<file path="config.mk">
export PLATFORM = sky130hd
export DESIGN_NAME = edf_queue_with_late_drop
export DESIGN_NICKNAME = d
export VERILOG_FILES = /design/src/design/edfq_pkg.sv /design/src/design/edfq_dp.sv /design/src/design/edfq_ctrl.sv /design/src/design/edf_queue_with_late_drop.sv
export VERILOG_INCLUDE_DIRS = /design/src /design/src/design
export SDC_FILE = /design/constraint.sdc
export NUM_CORES = 2
export LEC_CHECK = 0
export BUFFER_PORTS_ARGS = -buffer_cell sky130_fd_sc_hd__buf_2
export CORE_ASPECT_RATIO = 2
export CORE_MARGIN = 4
export CORE_UTILIZATION = 41
export DETAILED_ROUTE_END_ITERATION = 7
export PLACE_DENSITY = 0.64
export RECOVER_POWER = 25
export SLEW_MARGIN = 20
export SYNTH_ARGS = -nofsm -noshare
export SYNTH_HDL_FRONTEND = slang
export SYNTH_SLANG_ARGS = --single-unit
</file>
<file path="constraint.sdc">
create_clock -name i_clk -period 5 [get_ports i_clk]
set_input_delay 1 -clock i_clk [delete_from_list [all_inputs] [get_ports i_clk]]
set_output_delay 1 -clock i_clk [all_outputs]
set_load 0.01 [all_outputs]
</file>
<file path="src/design/edf_queue_with_late_drop_macros.svh">
// Assertion helpers for the EDF queue block.
`ifndef EDF_QUEUE_WITH_LATE_DROP_MACROS_SVH
`define EDF_QUEUE_WITH_LATE_DROP_MACROS_SVH

// Same-cycle implication.
`define EDFQ_ASSERT_IMPL(lbl, clk, rst_n, a, c) \
    lbl: assert property (@(posedge clk) disable iff (!rst_n) (a) |-> (c)) \
        else $error("assertion failed");

// Next-cycle implication.
`define EDFQ_ASSERT_NEXT(lbl, clk, rst_n, a, c) \
    lbl: assert property (@(posedge clk) disable iff (!rst_n) (a) |=> (c)) \
        else $error("assertion failed");

`endif

</file>
<file path="src/design/edfq_pkg.sv">
//------------------------------------------------------------------------------
// edfq_pkg
// Shared types and defaults for the EDF queue with late drop.
//------------------------------------------------------------------------------
`timescale 1ns / 1ps
`default_nettype none

package edfq_pkg;

    localparam int DEF_TASK_SLOTS  = 16;
    localparam int DEF_QUEUE_DEPTH = 16;
    localparam int DEF_LATE_SLOTS  = 3;
    localparam int DEF_TIME_BITS   = 32;
    localparam int OP_W            = 3;
    localparam int KIND_W          = 3;

    typedef enum logic [OP_W-1:0] {
        OP_CREATE    = 3'd0,
        OP_ENABLE    = 3'd1,
        OP_DISPATCH  = 3'd2,
        OP_PAUSE     = 3'd3,
        OP_SET_READY = 3'd4,
        OP_REDUCE    = 3'd5
    } t_op;

    typedef enum logic [KIND_W-1:0] {
        K_ACK      = 3'd0,
        K_CANCEL   = 3'd1,
        K_DISPATCH = 3'd2,
        K_NONE     = 3'd3,
        K_READY_OK = 3'd4,
        K_REFUSED  = 3'd5,
        K_FULL     = 3'd6
    } t_kind;

    typedef enum logic [1:0] {
        ID_ZERO     = 2'd0,
        ID_LATE_OLD = 2'd1,
        ID_HEAD     = 2'd2,
        ID_LATE_NEW = 2'd3
    } t_id_sel;

    typedef struct packed {
        logic    accept;
        logic    wr_create;
        logic    wr_reduce;
        logic    rd_queue;
        logic    key_from_in;
        logic    key_from_mem;
        logic    idx_clr;
        logic    idx_inc;
        logic    idx_dec;
        logic    q_insert;
        logic    q_pop;
        logic    late_push;
        logic    late_pop;
        logic    wait_set;
        logic    wait_clr;
        logic    fin_load;
        logic    out_load;
        logic    out_last;
        logic    out_use_fin;
        t_kind   out_kind;
        t_id_sel out_id;
    } t_cmd;

    typedef struct packed {
        logic [OP_W-1:0] op;
        logic            waiting;
        logic            full;
        logic            idx_lt_cnt;
        logic            idx_zero;
        logic            start_le_now;
        logic            dl_le_key;
        logic            late_full;
        logic            late_any;
        logic            cnt_any;
        logic            out_free;
    } t_sts;

endpackage

`default_nettype wire

</file>
<file path="src/design/edfq_dp.sv">
//------------------------------------------------------------------------------
// edfq_dp
// Datapath: task tables, ordered ready queue, late list, waiting flags and
// the result register.
//------------------------------------------------------------------------------
`timescale 1ns / 1ps
`default_nettype none

module edfq_dp #(
    parameter int TASK_SLOTS  = edfq_pkg::DEF_TASK_SLOTS,
    parameter int QUEUE_DEPTH = edfq_pkg::DEF_QUEUE_DEPTH,
    parameter int LATE_SLOTS  = edfq_pkg::DEF_LATE_SLOTS,
    parameter int TIME_BITS   = edfq_pkg::DEF_TIME_BITS,
    parameter int TW          = $clog2(TASK_SLOTS),
    parameter int CW          = $clog2(QUEUE_DEPTH + 1)
) (
    input  wire logic                      i_clk,
    input  wire logic                      i_rst_n,
    input  wire edfq_pkg::t_cmd            i_cmd,
    output      edfq_pkg::t_sts            o_sts,
    input  wire logic [edfq_pkg::OP_W-1:0] i_op,
    input  wire logic [TW-1:0]             i_task_id,
    input  wire logic [TIME_BITS-1:0]      i_deadline,
    input  wire logic [TIME_BITS-1:0]      i_burst,
    input  wire logic [TIME_BITS-1:0]      i_now,
    output      logic                      o_valid,
    input  wire logic                      i_ready,
    output      logic [edfq_pkg::KIND_W-1:0] o_kind,
    output      logic [TW-1:0]             o_task_id_res,
    output      logic [CW-1:0]             o_ready_count,
    output      logic                      o_last
);

    localparam int QW  = (QUEUE_DEPTH > 1) ? $clog2(QUEUE_DEPTH) : 1;
    localparam int LW  = $clog2(LATE_SLOTS + 1);
    localparam int LIW = (LATE_SLOTS > 1) ? $clog2(LATE_SLOTS) : 1;

    logic [TIME_BITS-1:0] r_dl_mem [TASK_SLOTS];
    logic [TIME_BITS-1:0] r_bu_mem [TASK_SLOTS];
    logic [TIME_BITS-1:0] r_rd_dl, r_rd_bu;
    logic [TW-1:0]        r_q [QUEUE_DEPTH];
    logic [TW-1:0]        n_q [QUEUE_DEPTH];
    logic [TW-1:0]        r_late [LATE_SLOTS];
    logic [TW-1:0]        n_late [LATE_SLOTS];
    logic [TASK_SLOTS-1:0] r_wait;
    logic [CW-1:0]        r_cnt, r_idx, r_fin;
    logic [LW-1:0]        r_late_cnt;
    logic [edfq_pkg::OP_W-1:0] r_op;
    logic [TW-1:0]        r_slot;
    logic [TIME_BITS-1:0] r_dl, r_bu, r_now, r_key;
    logic [TW-1:0]        rd_addr, head, late_new, id_sel;
    logic [TIME_BITS-1:0] start;

    assign head     = r_q[0];
    assign late_new = r_late[LIW'(r_late_cnt - LW'(1))];
    assign rd_addr  = i_cmd.rd_queue ? r_q[r_idx[QW-1:0]] : r_slot;
    assign start    = r_rd_dl - r_rd_bu;

    always_ff @(posedge i_clk) begin
        if (i_cmd.accept) begin
            r_op   <= i_op;
            r_slot <= i_task_id;
            r_dl   <= i_deadline;
            r_bu   <= i_burst;
            r_now  <= i_now;
        end
        r_rd_dl <= r_dl_mem[rd_addr];
        r_rd_bu <= r_bu_mem[rd_addr];
        if (i_cmd.wr_create) begin
            r_dl_mem[r_slot] <= r_dl;
        end
        if (i_cmd.wr_create || i_cmd.wr_reduce) begin
            r_bu_mem[r_slot] <= i_cmd.wr_create ? r_bu : (r_rd_bu - r_bu);
        end
        if (i_cmd.key_from_in) begin
            r_key <= r_dl;
        end else if (i_cmd.key_from_mem) begin
            r_key <= r_rd_dl;
        end
        if (i_cmd.fin_load) begin
            r_fin <= r_cnt - r_idx - CW'(r_cnt != r_idx);
        end
        r_q    <= n_q;
        r_late <= n_late;
    end

    always_comb begin
        n_q = r_q;
        if (i_cmd.q_insert) begin
            for (int i = 1; i < QUEUE_DEPTH; i++) begin
                if (CW'(i) > r_idx) begin
                    n_q[i] = r_q[i-1];
                end
            end
            n_q[r_idx[QW-1:0]] = r_slot;
        end else if (i_cmd.q_pop) begin
            for (int i = 0; i < QUEUE_DEPTH - 1; i++) begin
                n_q[i] = r_q[i+1];
            end
        end
    end

    always_comb begin
        n_late = r_late;
        if (i_cmd.late_push) begin
            if (r_late_cnt == LW'(LATE_SLOTS)) begin
                for (int i = 0; i < LATE_SLOTS - 1; i++) begin
                    n_late[i] = r_late[i+1];
                end
                n_late[LATE_SLOTS-1] = head;
            end else begin
                n_late[r_late_cnt[LIW-1:0]] = head;
            end
        end
    end

    always_ff @(posedge i_clk) begin
        if (!i_rst_n) begin
            r_cnt      <= '0;
            r_idx      <= '0;
            r_late_cnt <= '0;
            r_wait     <= '0;
        end else begin
            if (i_cmd.q_insert) begin
                r_cnt <= r_cnt + CW'(1);
            end else if (i_cmd.q_pop) begin
                r_cnt <= r_cnt - CW'(1);
            end
            if (i_cmd.idx_clr) begin
                r_idx <= '0;
            end else if (i_cmd.idx_inc) begin
                r_idx <= r_idx + CW'(1);
            end else if (i_cmd.idx_dec) begin
                r_idx <= r_idx - CW'(1);
            end
            if (i_cmd.late_push && r_late_cnt != LW'(LATE_SLOTS)) begin
                r_late_cnt <= r_late_cnt + LW'(1);
            end else if (i_cmd.late_pop) begin
                r_late_cnt <= r_late_cnt - LW'(1);
            end
            if (i_cmd.wait_set) begin
                r_wait[r_slot] <= 1'b1;
            end else if (i_cmd.wait_clr) begin
                r_wait[r_slot] <= 1'b0;
            end
        end
    end

    always_comb begin
        unique case (i_cmd.out_id)
            edfq_pkg::ID_LATE_OLD: id_sel = r_late[0];
            edfq_pkg::ID_HEAD:     id_sel = head;
            edfq_pkg::ID_LATE_NEW: id_sel = late_new;
            default:               id_sel = '0;
        endcase
    end

    always_ff @(posedge i_clk) begin
        if (!i_rst_n) begin
            o_valid <= 1'b0;
        end else if (i_cmd.out_load) begin
            o_valid <= 1'b1;
        end else if (i_ready) begin
            o_valid <= 1'b0;
        end
        if (i_cmd.out_load) begin
            o_kind        <= i_cmd.out_kind;
            o_task_id_res <= id_sel;
            o_ready_count <= i_cmd.out_use_fin ? r_fin : r_cnt;
            o_last        <= i_cmd.out_last;
        end
    end

    assign o_sts.op           = r_op;
    assign o_sts.waiting      = r_wait[r_slot];
    assign o_sts.full         = (r_cnt == CW'(QUEUE_DEPTH));
    assign o_sts.idx_lt_cnt   = (r_idx < r_cnt);
    assign o_sts.idx_zero     = (r_idx == '0);
    assign o_sts.start_le_now = (start <= r_now);
    assign o_sts.dl_le_key    = (r_rd_dl <= r_key);
    assign o_sts.late_full    = (r_late_cnt == LW'(LATE_SLOTS));
    assign o_sts.late_any     = (r_late_cnt != '0);
    assign o_sts.cnt_any      = (r_cnt != '0);
    assign o_sts.out_free     = !o_valid || i_ready;

endmodule

`default_nettype wire

</file>
<file path="src/design/edfq_ctrl.sv">
//------------------------------------------------------------------------------
// edfq_ctrl
// Controller: sequences queue scans, inserts, late moves and result output.
//------------------------------------------------------------------------------
`timescale 1ns / 1ps
`default_nettype none

module edfq_ctrl (
    input  wire logic           i_clk,
    input  wire logic           i_rst_n,
    input  wire logic           i_in_valid,
    output      logic           o_in_ready,
    input  wire edfq_pkg::t_sts i_sts,
    output      edfq_pkg::t_cmd o_cmd
);

    typedef enum logic [3:0] {
        S_IDLE, S_DEC, S_KEY_RD, S_KEY_LD, S_SCAN_RD, S_SCAN_CMP, S_INS,
        S_RED_RD, S_RED_WR, S_EMIT, S_LATE_RD, S_LATE_CMP, S_DROP, S_FINAL
    } t_state;

    t_state          r_state, n_state;
    edfq_pkg::t_kind r_kind, n_kind;

    assign o_in_ready = (r_state == S_IDLE);

    always_comb begin
        n_state = r_state;
        n_kind  = r_kind;
        o_cmd   = '0;
        unique case (r_state)
            S_IDLE: begin
                o_cmd.accept = i_in_valid;
                if (i_in_valid) n_state = S_DEC;
            end
            S_DEC: begin
                n_kind  = edfq_pkg::K_ACK;
                n_state = S_EMIT;
                unique case (i_sts.op)
                    edfq_pkg::OP_CREATE: begin
                        o_cmd.wr_create   = 1'b1;
                        o_cmd.key_from_in = 1'b1;
                        o_cmd.idx_clr     = 1'b1;
                        if (i_sts.full) n_kind = edfq_pkg::K_FULL;
                        else n_state = S_SCAN_RD;
                    end
                    edfq_pkg::OP_ENABLE: begin
                        if (i_sts.full) n_kind = edfq_pkg::K_FULL;
                        else n_state = S_KEY_RD;
                    end
                    edfq_pkg::OP_DISPATCH: begin
                        o_cmd.idx_clr = 1'b1;
                        n_state       = S_LATE_RD;
                    end
                    edfq_pkg::OP_PAUSE: o_cmd.wait_set = 1'b1;
                    edfq_pkg::OP_SET_READY: begin
                        if (!i_sts.waiting) begin
                            n_kind = edfq_pkg::K_REFUSED;
                        end else begin
                            o_cmd.wait_clr = 1'b1;
                            if (i_sts.full) begin
                                n_kind = edfq_pkg::K_FULL;
                            end else begin
                                n_kind  = edfq_pkg::K_READY_OK;
                                n_state = S_KEY_RD;
                            end
                        end
                    end
                    edfq_pkg::OP_REDUCE: n_state = S_RED_RD;
                    default: ;
                endcase
            end
            S_KEY_RD: n_state = S_KEY_LD;
            S_KEY_LD: begin
                o_cmd.key_from_mem = 1'b1;
                o_cmd.idx_clr      = 1'b1;
                n_state            = S_SCAN_RD;
            end
            S_SCAN_RD: begin
                o_cmd.rd_queue = 1'b1;
                n_state = i_sts.idx_lt_cnt ? S_SCAN_CMP : S_INS;
            end
            S_SCAN_CMP: begin
                if (i_sts.dl_le_key) begin
                    o_cmd.idx_inc = 1'b1;
                    n_state       = S_SCAN_RD;
                end else begin
                    n_state = S_INS;
                end
            end
            S_INS: begin
                o_cmd.q_insert = 1'b1;
                n_state        = S_EMIT;
            end
            S_RED_RD: n_state = S_RED_WR;
            S_RED_WR: begin
                o_cmd.wr_reduce = 1'b1;
                n_state         = S_EMIT;
            end
            S_EMIT: begin
                if (i_sts.out_free) begin
                    o_cmd.out_load = 1'b1;
                    o_cmd.out_last = 1'b1;
                    o_cmd.out_kind = r_kind;
                    o_cmd.out_id   = edfq_pkg::ID_ZERO;
                    n_state        = S_IDLE;
                end
            end
            S_LATE_RD: begin
                o_cmd.rd_queue = 1'b1;
                if (i_sts.idx_lt_cnt) begin
                    n_state = S_LATE_CMP;
                end else begin
                    o_cmd.fin_load = 1'b1;
                    n_state        = S_DROP;
                end
            end
            S_LATE_CMP: begin
                if (i_sts.start_le_now) begin
                    o_cmd.idx_inc = 1'b1;
                    n_state       = S_LATE_RD;
                end else begin
                    o_cmd.fin_load = 1'b1;
                    n_state        = S_DROP;
                end
            end
            S_DROP: begin
                if (i_sts.idx_zero) begin
                    n_state = S_FINAL;
                end else if (!i_sts.late_full || i_sts.out_free) begin
                    o_cmd.late_push   = 1'b1;
                    o_cmd.q_pop       = 1'b1;
                    o_cmd.idx_dec     = 1'b1;
                    o_cmd.out_load    = i_sts.late_full;
                    o_cmd.out_use_fin = 1'b1;
                    o_cmd.out_kind    = edfq_pkg::K_CANCEL;
                    o_cmd.out_id      = edfq_pkg::ID_LATE_OLD;
                end
            end
            S_FINAL: begin
                if (i_sts.out_free) begin
                    o_cmd.out_load    = 1'b1;
                    o_cmd.out_last    = 1'b1;
                    o_cmd.out_use_fin = 1'b1;
                    n_state           = S_IDLE;
                    priority if (i_sts.cnt_any) begin
                        o_cmd.out_kind = edfq_pkg::K_DISPATCH;
                        o_cmd.out_id   = edfq_pkg::ID_HEAD;
                        o_cmd.q_pop    = 1'b1;
                    end else if (i_sts.late_any) begin
                        o_cmd.out_kind = edfq_pkg::K_DISPATCH;
                        o_cmd.out_id   = edfq_pkg::ID_LATE_NEW;
                        o_cmd.late_pop = 1'b1;
                    end else begin
                        o_cmd.out_kind = edfq_pkg::K_NONE;
                        o_cmd.out_id   = edfq_pkg::ID_ZERO;
                    end
                end
            end
            default: n_state = S_IDLE;
        endcase
    end

    always_ff @(posedge i_clk) begin
        if (!i_rst_n) begin
            r_state <= S_IDLE;
            r_kind  <= edfq_pkg::K_ACK;
        end else begin
            r_state <= n_state;
            r_kind  <= n_kind;
        end
    end

endmodule

`default_nettype wire

</file>
<file path="src/design/edf_queue_with_late_drop.sv">
// Enqueues walk the ready entries to find the insert point, dispatch walks and
// drops the expired heads, and any output stall holds a result until it is taken.
// One transaction at a time; the controller FSM and the registered-read
// task tables set the pace. Results leave through a one-deep output register.
// Synchronous active-low reset empties queue, late list and waiting flags.
//------------------------------------------------------------------------------
// edf_queue_with_late_drop
// Earliest-deadline-first ready queue with a bounded late list.
//------------------------------------------------------------------------------
`timescale 1ns / 1ps
`default_nettype none

`include "edf_queue_with_late_drop_macros.svh"

module edf_queue_with_late_drop #(
    parameter int TASK_SLOTS  = edfq_pkg::DEF_TASK_SLOTS,
    parameter int QUEUE_DEPTH = edfq_pkg::DEF_QUEUE_DEPTH,
    parameter int LATE_SLOTS  = edfq_pkg::DEF_LATE_SLOTS,
    parameter int TIME_BITS   = edfq_pkg::DEF_TIME_BITS,
    parameter int TW          = $clog2(TASK_SLOTS),
    parameter int CW          = $clog2(QUEUE_DEPTH + 1),
    parameter int S_DW        = ((TW + 3 * TIME_BITS + 7) / 8) * 8,
    parameter int M_DW        = ((TW + CW + 7) / 8) * 8
) (
    input  wire logic                        i_clk,
    input  wire logic                        i_rst_n,
    input  wire logic                        s_axis_tvalid,
    output      logic                        s_axis_tready,
    // task_id, deadline, burst, now
    input  wire logic [S_DW-1:0]             s_axis_tdata,
    // opcode
    input  wire logic [edfq_pkg::OP_W-1:0]   s_axis_tuser,
    output      logic                        m_axis_tvalid,
    input  wire logic                        m_axis_tready,
    // task_id_res, ready_count
    output      logic [M_DW-1:0]             m_axis_tdata,
    // kind
    output      logic [edfq_pkg::KIND_W-1:0] m_axis_tuser,
    output      logic                        m_axis_tlast
);

    edfq_pkg::t_cmd cmd;
    edfq_pkg::t_sts sts;
    logic [TW-1:0]  task_id_res;
    logic [CW-1:0]  ready_count;

    edfq_ctrl u_ctrl (
        .i_clk      (i_clk),
        .i_rst_n    (i_rst_n),
        .i_in_valid (s_axis_tvalid),
        .o_in_ready (s_axis_tready),
        .i_sts      (sts),
        .o_cmd      (cmd)
    );

    edfq_dp #(
        .TASK_SLOTS  (TASK_SLOTS),
        .QUEUE_DEPTH (QUEUE_DEPTH),
        .LATE_SLOTS  (LATE_SLOTS),
        .TIME_BITS   (TIME_BITS),
        .TW          (TW),
        .CW          (CW)
    ) u_dp (
        .i_clk         (i_clk),
        .i_rst_n       (i_rst_n),
        .i_cmd         (cmd),
        .o_sts         (sts),
        .i_op          (s_axis_tuser),
        .i_task_id     (s_axis_tdata[TW-1:0]),
        .i_deadline    (s_axis_tdata[TW +: TIME_BITS]),
        .i_burst       (s_axis_tdata[TW + TIME_BITS +: TIME_BITS]),
        .i_now         (s_axis_tdata[TW + 2 * TIME_BITS +: TIME_BITS]),
        .o_valid       (m_axis_tvalid),
        .i_ready       (m_axis_tready),
        .o_kind        (m_axis_tuser),
        .o_task_id_res (task_id_res),
        .o_ready_count (ready_count),
        .o_last        (m_axis_tlast)
    );

    assign m_axis_tdata = M_DW'({ready_count, task_id_res});

    `EDFQ_ASSERT_NEXT(a_one_in_flight, i_clk, i_rst_n, s_axis_tvalid && s_axis_tready, !s_axis_tready)
    `EDFQ_ASSERT_IMPL(a_count_bound, i_clk, i_rst_n, m_axis_tvalid, ready_count <= CW'(QUEUE_DEPTH))
    `EDFQ_ASSERT_IMPL(a_cancel_not_last, i_clk, i_rst_n, m_axis_tvalid && m_axis_tuser == edfq_pkg::K_CANCEL, !m_axis_tlast)

endmodule

`default_nettype wire
</file>
==> run metrics <==
RSZ-0062 raised after global routing true; CTS root buffer clkbuf_16; Overflow after GRT 0; total power 43,500 µW; HP Start s_axis_tdata[3]; failing checks max-capacitance violations, max-slew violations, negative setup slack; Worst path max stage delay 550 ps; Post-Syn Instances 4,795; drc violations 0; FF-to-FF End u_dp.r_idx[4]$_SDFFE_PP0P_; maximum VDD drop 0.000387 V; router iterations before antenna repair 7; post-synthesis cell type count 71; clock-pin transition on the worst setup and hold timing paths 70 ps; Worst-Skew Late Latency 760 ps; DRT iter0 DRCs 3,618; worst reg-to-reg path cell count 21; Final setup viols 11; hold worst-path end u_dp.r_slot[3]$_DFFE_PP_; Hold Crit Class in2reg; IO buf count 121; FP Rows 196; Total Wirelength 178,000 µm; Worst Slack Setup Final -69.1 ps; vias in the first global route 40,100; ys async rst share 0%; Fin. Hold Viols 0; Synth top cells by count edfxtp_1 (1,253), nand2_1 (1,127), nand3_1 (287); slew at the pin with the worst max-slew slack 2730 ps; Top Family by Delay on Critical Path compound AO/OA/AOI/OAI gates; number of enable flip-flop cells after synthesis 1,253; Sequential cell area 0.0396 mm²; Crit. End Element flip-flop; crit-path max FO 5; synthesis-to-finish area growth 14.6%; Core Area 0.142 mm²; DR vias 40,000; Starting Density 41.3%; filler cell count in the final layout 12,500; Synth area leader edfxtp_1; number of CTS-inserted buffers 119; Multi-input gate area 0.0178 mm²; final net count 5,313; CTS tree built; CTS Sinks 1,353; Reg2Reg Setup Slack -70 ps; largest net degree at the start of global routing 96; power per cell area 646 mW/mm²; Synth top area share 64.0%; GP Congestion 0.934; Antenna Nets Post-Route 0; Die Wd 276 µm; die area 0.150 mm²; global-route wire length before repair 258,000 µm; via-per-instance ratio 5.68; Worst EP arrival 5740 ps; Reg2Reg Launch Point u_dp.r_rd_dl[0]$_DFF_P_; most common cell in the synthesized netlist edfxtp_1; critical path cell sequence inv_2, ha_4, fa_2, nor2b_4, o31a_1, a2111o_1, or4_4, a21oi_4, o211ai_1, a31oi_2, xnor2_1, ha_1, buf_4, a21o_1, a211o_1, a21o_1, a221o_1, o21ai_4, nand3_4, a21oi_2, mux2i_1; Worst Setup Path Type reg2reg; H-Tree Depth 3; Startpoint Class flip-flop; share of layout cells above drive strength 1 13.1%; max cap viols 1; fin. max-slew vios 25; ys flop type edfxtp_1; IO Pins 133; Place WS -784 ps; DR WL/cell 25.3 µm; WP data required 5670 ps; status finished, violations left; Synth area leaders edfxtp_1 (64%), nand2_1 (7.2%), dfxtp_1 (3.4%); #FFs+latches synth 1,353; syn avg cell area 12.3 µm²; gr usage total 23.4%; initial antenna violation count 7; Period minus WS final 5070 ps; Worst Skew 43.0 ps; sequential area share after synthesis 67.4%; CP max stage cell or4_4; CP bufs+invs 2; Syn. warnings 0; Max Root-Sink Buffers 3; Netlist Area Pre-Place 0.0588 mm²; HPWL Detailed 118,000 µm; Leakage Power 0.0245 µW; f_max 0.197 GHz; crit-path most repeated cell a21o_1; Die Span Y 544 µm; hold path cells 1; crit share post-route 101%; Rel. slew slack -81.7%
-- state kept, by name (all words and copies together), names as in the netlist, 5 cells and up, named ones only --
| register | flops |
|---|---|
| u_dp.r_idx | 5 |
| u_dp.r_cnt | 5 |
| u_dp.r_fin | 5 |
| u_dp.r_q | 60 |
| u_dp.r_rd_bu | 32 |
| u_dp.r_key | 32 |
| u_dp.r_late | 12 |
| u_dp.r_bu_mem | 512 |
| u_dp.r_now | 32 |
| u_dp.r_dl_mem | 512 |
| u_dp.r_bu | 32 |
| u_dp.r_rd_dl | 32 |
| u_dp.r_dl | 32 |
| u_dp.o_ready_count | 5 |
-- layout make-up --
| type | instances | area share [%] |
|---|---|---|
| well taps | 1881 | 3.49 |
| flip-flops and latches | 1353 | 58.8 |
| clock inverters | 83 | 1.36 |
| multi-input cells | 3029 | 26.5 |
| repair buffers | 389 | 4.29 |
| clock buffers | 142 | 4.66 |
| diodes | 5 | 0.0186 |
| inverters | 157 | 0.875 |
-- layer usage --
| metal | GRT usage (%) | vias up | share of wire (%) |
|---|---|---|---|
| met1 | 24.4 | 19900 | 34 |
| li1 | - | 18000 | - |
| met3 | 2.68 | 513 | 5.2 |
| met2 | 44.4 | 1537 | 54 |
| met5 | 0 | - | 0 |
| met4 | 13.9 | 0 | 6.9 |
-- worst max path at each step --
stage / cells after the start / to / startpoint / slack, ps
floorplan: 18 / u_dp.r_fin[0]$_DFFE_PP_ / u_dp.r_rd_bu[2]$_DFF_P_ / 180
global placement: 23 / u_dp.r_idx[4]$_SDFFE_PP0P_ / u_dp.r_rd_dl[0]$_DFF_P_ / -820
detailed placement: 23 / u_dp.r_idx[4]$_SDFFE_PP0P_ / u_dp.r_rd_dl[0]$_DFF_P_ / -780
CTS: 22 / u_dp.r_idx[4]$_SDFFE_PP0P_ / u_dp.r_rd_dl[0]$_DFF_P_ / -250
global route: 21 / u_dp.r_idx[4]$_SDFFE_PP0P_ / u_dp.r_rd_dl[0]$_DFF_P_ / -280
finish: 21 / u_dp.r_idx[4]$_SDFFE_PP0P_ / u_dp.r_rd_dl[0]$_DFF_P_ / -70
-- what timing repair did --
item / in CTS / in global routing
hold buffers: 0 / 0
endpoints found under the setup margin: 12 / 12
gates resized for setup: 34 / 2
setup buffers: 6 / 2
pin swaps: 25 / 17
gates cloned: 0 / 0
-- kinds of logic (layout without fill, tap and decap cells) --
group	after synthesis	after routing	synth area share [%]
multiplexers	118	118	2.58
AND/OR/NAND/NOR	1982	1982	14.6
adder cells (fa/ha/maj)	153	153	3.33
other	1	12	0.00638
flip-flops	1353	1353	67.4
AO/OA/AOI/OAI	714	714	8.10
XOR/XNOR	55	55	0.819
buffers and inverters	419	771	3.14
-- report_power, final --
part           switching, µW  leakage [µW]  internal (µW)  total (µW)
logic                  11200        0.0104           5940       17100
registers                942        0.0122          15900       16800
clock network           4300       0.00195           5300        9600
total                  16400        0.0245          27100       43500
-- stage by stage --
stage	area (µm²)	utilization, %	hold WS, ps	setup TNS (ps)	instances
after global placement	63200	44.3	502	-8800	6803
final	67400	47.3	422	-548	7039
after CTS	67400	47.3	382	-2360	7033
after global routing	67400	47.3	405	-2680	7038
after floorplan	58800	-	479	0	4801
after detailed placement	63200	44.3	516	-7830	6803
-- placed cells by master (no fill, tap or decap), types with 13 or more instances in the layout --
cell type / n
a211oi_1: 13
clkbuf_1: 42
buf_4: 239
dfxtp_1: 97
edfxtp_1: 1253
nand4_1: 36
nor3_1: 31
clkbuf_16: 121
clkinv_1: 17
nor2b_1: 28
a221oi_1: 27
a21oi_1: 161
a32oi_1: 83
nor2_4: 37
ha_1: 146
nand3_1: 286
and3_1: 89
clkinvlp_4: 13
o21ai_0: 107
o31ai_1: 13
bufinv_16: 15
a31oi_1: 102
buf_12: 25
nor2_1: 230
inv_1: 155
and2_1: 37
o21a_1: 26
xor2_1: 22
o2111ai_1: 43
mux2i_1: 86
a21o_1: 52
nand2_1: 1126
xnor2_1: 33
mux4_2: 25
buf_2: 101
clkinv_2: 17
No activity file was read; power rests on OpenSTA's default activity.
